<file path="src/rtl/spq_pkg.sv">
// ----------------------------------------------------------------------------
// Sorted priority queue package
// Shared types and codes for the controller, the cell array and the top level.
// ----------------------------------------------------------------------------
package spq_pkg;

  // Action codes carried by a request.
  localparam logic [1:0] ACT_ENQUEUE = 2'd0;
  localparam logic [1:0] ACT_DEQUEUE = 2'd1;
  localparam logic [1:0] ACT_CHANGE  = 2'd2;
  localparam logic [1:0] ACT_NONE    = 2'd3;

  // Status codes reported with every result.
  localparam logic [1:0] ST_OK    = 2'd0;
  localparam logic [1:0] ST_FULL  = 2'd1;
  localparam logic [1:0] ST_EMPTY = 2'd2;

  // Commands from the controller to the cell array.
  typedef struct packed {
    logic load;        // capture the request and clear the result fields
    logic match;       // register the key compare of every cell
    logic remove_head; // take the head out
    logic remove_key;  // take out the farthest matching entry
    logic insert;      // insert the captured entry in order
  } spq_cmd_t;

endpackage

</file>
<file path="src/rtl/spq_ctrl.sv">
// ----------------------------------------------------------------------------
// Sorted priority queue controller
// Sequences the match, remove and insert steps of one request.
// ----------------------------------------------------------------------------
module spq_ctrl (
  input  logic              clk,
  input  logic              rst_n,
  input  logic              start,
  input  logic [1:0]        action,
  output logic              busy,
  output logic              done,
  output spq_pkg::spq_cmd_t cmd
);
  import spq_pkg::*;

  localparam logic [2:0] S_IDLE   = 3'd0;
  localparam logic [2:0] S_MATCH  = 3'd1;
  localparam logic [2:0] S_REMOVE = 3'd2;
  localparam logic [2:0] S_INSERT = 3'd3;
  localparam logic [2:0] S_DONE   = 3'd4;

  logic [2:0] state_r, state_nxt;
  logic [1:0] op_r, op_nxt;

  // Next state: each action visits only the steps it needs.
  always_comb begin
    state_nxt = state_r;
    op_nxt    = op_r;
    case (state_r)
      S_IDLE: begin
        if (start) begin
          op_nxt = action;
          case (action)
            ACT_ENQUEUE: state_nxt = S_INSERT;
            ACT_DEQUEUE: state_nxt = S_REMOVE;
            ACT_CHANGE:  state_nxt = S_MATCH;
            default:     state_nxt = S_DONE;
          endcase
        end
      end
      S_MATCH:  state_nxt = S_REMOVE;
      S_REMOVE: state_nxt = (op_r == ACT_CHANGE) ? S_INSERT : S_DONE;
      S_INSERT: state_nxt = S_DONE;
      S_DONE:   state_nxt = S_IDLE;
      default:  state_nxt = S_IDLE;
    endcase
  end

  always_ff @(posedge clk) begin
    if (!rst_n) begin
      state_r <= S_IDLE;
      op_r    <= ACT_NONE;
    end else begin
      state_r <= state_nxt;
      op_r    <= op_nxt;
    end
  end

  // Command decode.
  always_comb begin
    cmd.load        = (state_r == S_IDLE) && start;
    cmd.match       = (state_r == S_MATCH);
    cmd.remove_head = (state_r == S_REMOVE) && (op_r == ACT_DEQUEUE);
    cmd.remove_key  = (state_r == S_REMOVE) && (op_r == ACT_CHANGE);
    cmd.insert      = (state_r == S_INSERT);
  end

  assign busy = (state_r != S_IDLE);
  assign done = (state_r == S_DONE);

endmodule

</file>
<file path="config.mk">
export PLATFORM = sky130hd
export DESIGN_NAME = spq_ctrl
export DESIGN_NICKNAME = d
export VERILOG_FILES = /design/src/rtl/spq_pkg.sv /design/src/rtl/spq_ctrl.sv
export SDC_FILE = /design/constraint.sdc
export NUM_CORES = 1
export LEC_CHECK = 0
export BUFFER_PORTS_ARGS = -buffer_cell sky130_fd_sc_hd__buf_4
export CORE_AREA = 4 4 41 43
export CTS_BUF_LIST = sky130_fd_sc_hd__clkbuf_16
export CTS_CLUSTER_DIAMETER = 200
export DETAILED_ROUTE_END_ITERATION = 8
export DIE_AREA = 0 0 45 47
export GPL_TIMING_DRIVEN = 0
export SKIP_CTS_REPAIR_TIMING = 1
export SLEW_MARGIN = 30
export SYNTH_ARGS = -nofsm -noshare
export SYNTH_HDL_FRONTEND = slang
export SYNTH_SLANG_ARGS = --single-unit
</file>
<file path="constraint.sdc">
create_clock -name clk -period 2.2 [get_ports clk]
set_clock_uncertainty 0.15 [all_clocks]
set_input_delay 0.33 -clock clk [delete_from_list [all_inputs] [get_ports clk]]
set_output_delay 0.33 -clock clk [all_outputs]
set_load 0.005 [all_outputs]
</file>
Word level (Yosys, flattened, before mapping). Index checks and enable logic that the tools add are counted.

Equality and inequality tests: 9. Multiplexer cells: 4. Reductions and logical operators: 7.

Operators by type and width (count): $pmux 3 s4 (1); $pmux 3 s3 (1); $eq 3x2->1 const B (2); $mux 3 (2); $eq 2x1->1 const B (2); $eq 2x2->1 const B (2); $eq 3x1->1 const B (1); $eq 3x3->1 const B (1); $logic_and 1x1->1 (3); $logic_not 3->1 (1); $reduce_bool 3->1 (1); $logic_not 2->1 (1); $ne 2x2->1 const B (1); $reduce_and 2->1 (1).

Flip-flop bits (word level): 5. Input port bits: 5. Output and inout bits: 7. Word-level logic and storage cells: 22.

Depth between registers and ports, before layout.
Word-level depth: 4. Mapped depth: 3. Mapped depth without buffers: 3.

Worst setup path before layout. OpenSTA, ideal clock, no wires.

Path kind: register to output. Start: register state_r[1]. End: output port cmd[2] in the netlist's numbering. Arrival: 0.835 ns. Required time: 1.720 ns. Setup slack: 0.885 ns. Cell stages (with the launch flop): 3. Path buffers: 0. Path through: dfxtp_1 > nand2b_1 > nor4b_1.

RTL lines: from (decl) (line spq_ctrl.sv:22) `logic [2:0] state_r, state_nxt;`; from (signal assigned) (line spq_ctrl.sv:54) `state_r <= state_nxt;`; to (decl) (line spq_ctrl.sv:12) `output spq_pkg::spq_cmd_t cmd`.

==> metrics.csv <==
stage,metric,value,unit
outcome,outcome,completed,
final_layout,share of cells above drive strength 1,42.2,%
logic_synthesis,fraction of registers with async set/reset,0,%
hold_path,hold path depth,2,
sta,setup TNS,0,ps
sta,"Hold Violations, Final",0,
detailed_routing,vias per std cell,4.42,
logic_synthesis,post-synth cell types,19,
job,maxcap violations,0,
hold_path,min-delay src,rst_n,
floorplanning,std cell rows,13,
critical_path,worst reg2reg setup slack,810,ps
floorplanning,Placeable Area,1300,um^2
detailed_routing,DR DRC count,0,
logic_synthesis,"Net Count, Synth",35,
floorplanning,Die X,45,um
sta,shortest period the worst path allows,1730,ps
grt,vias in the first global route,245,
logic_synthesis,biggest area consumer among synthesized cells,dfxtp_1,
logic_synthesis,post-synthesis cell area,273,um^2
logic_synthesis,post-synthesis cell count,30,
pwr,total power,462,uW
critical_path,Worst Setup Start Kind,flop,
logic_synthesis,synthesis-stage register bit count,5,
critical_path,CP max stage cell,dfxtp_1,
logic_synthesis,commonest cells in the netlist,"dfxtp_1, inv_1, nand2_1",
final_layout,Layout Utilization,34.8,%
clock_network,Num CTS Buffers,3,
grt,first-pass GRT wire length,966,um
clock_network,"CTS clk-pin slew, worst paths",30,ps
final_layout,Non-Filler Instances,60,
pwr,PwrDens,1020,nW/um^2
final_layout,final instance area,453,um^2
critical_path,endpoint type of the worst setup path,primary output,
critical_path,worst-path cell chain,nand2b_1 -> nor4b_1 -> buf_4,
final_layout,ANT cells,0,
logic_synthesis,"EDFF count, synth",0,
final_layout,Layout fillers,144,
pwr,leak pwr,0.211,nW
sta,RSZ-0062 raised after global routing,false,
clock_network,Max clock buf depth,2,
hold_path,Hold Path Sink,op_r[1],
placement,dpl cell area,374,um^2
sta,Worst Max-Slew Pin Slew,595,ps
logic_synthesis,most numerous cell in the Yosys netlist,dfxtp_1,
clock_network,CTS tree,done,
logic_synthesis,Synth Flop Type,dfxtp_1,
hold_path,worst hold path type,input port to flop,
clock_network,Num Clock Sinks,5,
floorplanning,I/O pins,12,
logic_synthesis,sequential area share after synthesis,36.7,%
sta,# setup viols final,0,
logic_synthesis,synth warn,0,
floorplanning,Die Footprint,2120,um^2
logic_synthesis,Area contributors post-synth,"dfxtp_1, nor4b_4, mux2i_1",
placement,RePlAce Congestion,0.714,
placement,IO buf count,11,
critical_path,Reg2Reg Capture Point,state_r[0],
grt,GRT Total Usage,6.87,%
critical_path,kind of critical path,flop to primary output,
grt,initial antenna violation count,0,
grt,largest net degree at the start of global routing,10,
placement,Final HPWL DP,503,um
detailed_routing,via count,265,
detailed_routing,Pre-antenna DRT Iters,2,
critical_path,WP data required,1720,ps
critical_path,worst r2r src,state_r[0],
final_layout,Area Overhead vs Synth,66.1,%
floorplanning,Die H,47,um
detailed_routing,Routed WL per cell,10.2,um
clock_network,clock root buffer,clkbuf_16,
placement,DP Cell Count,56,
detailed_routing,DRC marker count from the first detailed-route iteration,6,
sta,Tcrit/Tclk final,78.8,%
floorplanning,Starting Density,21.0,%
critical_path,critical-path maximum fanout,8,
pwr,VDD IR max,0.463,mV
detailed_routing,total wire length,612,um
logic_synthesis,"Avg Cell Area, Syn",9.09,um^2
grt,Overflow after GRT,0,
critical_path,Worst Reg-to-Reg Cells,3,
final_layout,fin nets,51,
sta,Fmax,577,MHz
critical_path,CP peak stage delay,480,ps
clock_network,H-tree Lvls,1,
sta,Final Max Tran Viols,0,
critical_path,crit path DAT,1250,ps
detailed_routing,Final ANT Viol Nets,0,
clock_network,worst skew pair latency,220,ps
sta,max_slew headroom,59.8,%
logic_synthesis,Synth top area share,36.7,%
## flip-flops by register name, summed over array words and instances (netlist names)
signal   cells
state_r      3
op_r         2
## critical path: cells and delay by family (launching register included)
kind	cells	cell delay, ps
buf+inv	1	160
flops	1	480
simple gates	2	390
## per-stage QoR
step           setup slack [ps]  hold WS [ps]
2_1_floorplan               885           242
6_report                    467           139
4_1_cts                     453           135
3_3_place_gp                684           331
3_5_place_dp                704           348
5_1_grt                     402           136
## worst max-delay path by stage
stage | cells after the start | slack, ps | from | endpoint
global placement | 4 | 680 | state_r[0] | cmd[1]
finish | 3 | 470 | state_r[1] | cmd[2]
CTS | 3 | 450 | state_r[1] | cmd[2]
detailed placement | 3 | 700 | state_r[1] | cmd[2]
global route | 3 | 400 | state_r[1] | cmd[2]
floorplan | 2 | 890 | state_r[1] | cmd[2]
## power breakdown
group | switching (mW) | total [mW] | internal (mW)
clock network | 0.0525 | 0.287 | 0.235
logic | 0.0244 | 0.0638 | 0.0394
registers | 0.0122 | 0.111 | 0.0991
total | 0.0891 | 0.462 | 0.373
## layer usage
metal / GRT usage [%] / wire length [um] / up-vias
met1: 6.82 / 279 / 120
met5: 0 / 0 / -
met3: 4.60 / 56 / 0
met2: 10.2 / 276 / 7
li1: - / - / 138
met4: 5.26 / 0 / 0
## area by class of cell
cell class | instances | area [um^2] | area share [%]
multi-input cells | 22 | 161 | 35.6
clock buffers | 3 | 75.1 | 16.6
well taps | 15 | 18.8 | 4.14
clock inverters | 1 | 3.75 | 0.829
repair buffers | 11 | 82.6 | 18.2
flip-flops and latches | 5 | 100 | 22.1
inverters | 3 | 11.3 | 2.49
## layout by cell type, fill, tap and decap left out
cell / n
nand3_1: 1
o21ai_0: 1
inv_1: 4
or2_0: 1
dfxtp_1: 5
nor3_1: 1
and2_2: 1
buf_4: 11
a21oi_1: 2
nor4b_4: 1
o22a_2: 1
nor2_1: 2
nor3b_1: 1
mux2i_1: 2
nor4b_1: 1
and3_2: 1
or3_4: 1
clkbuf_16: 3
nand2b_1: 1
o311ai_0: 1
nand2_1: 3
## logic make-up after synthesis
group	after synthesis	synth area share (%)
simple gates	15	39.5
compound gates	5	12.4
flops	5	36.7
buf+inv	3	4.13
mux	2	7.34
(Power assumes the default switching activity.)
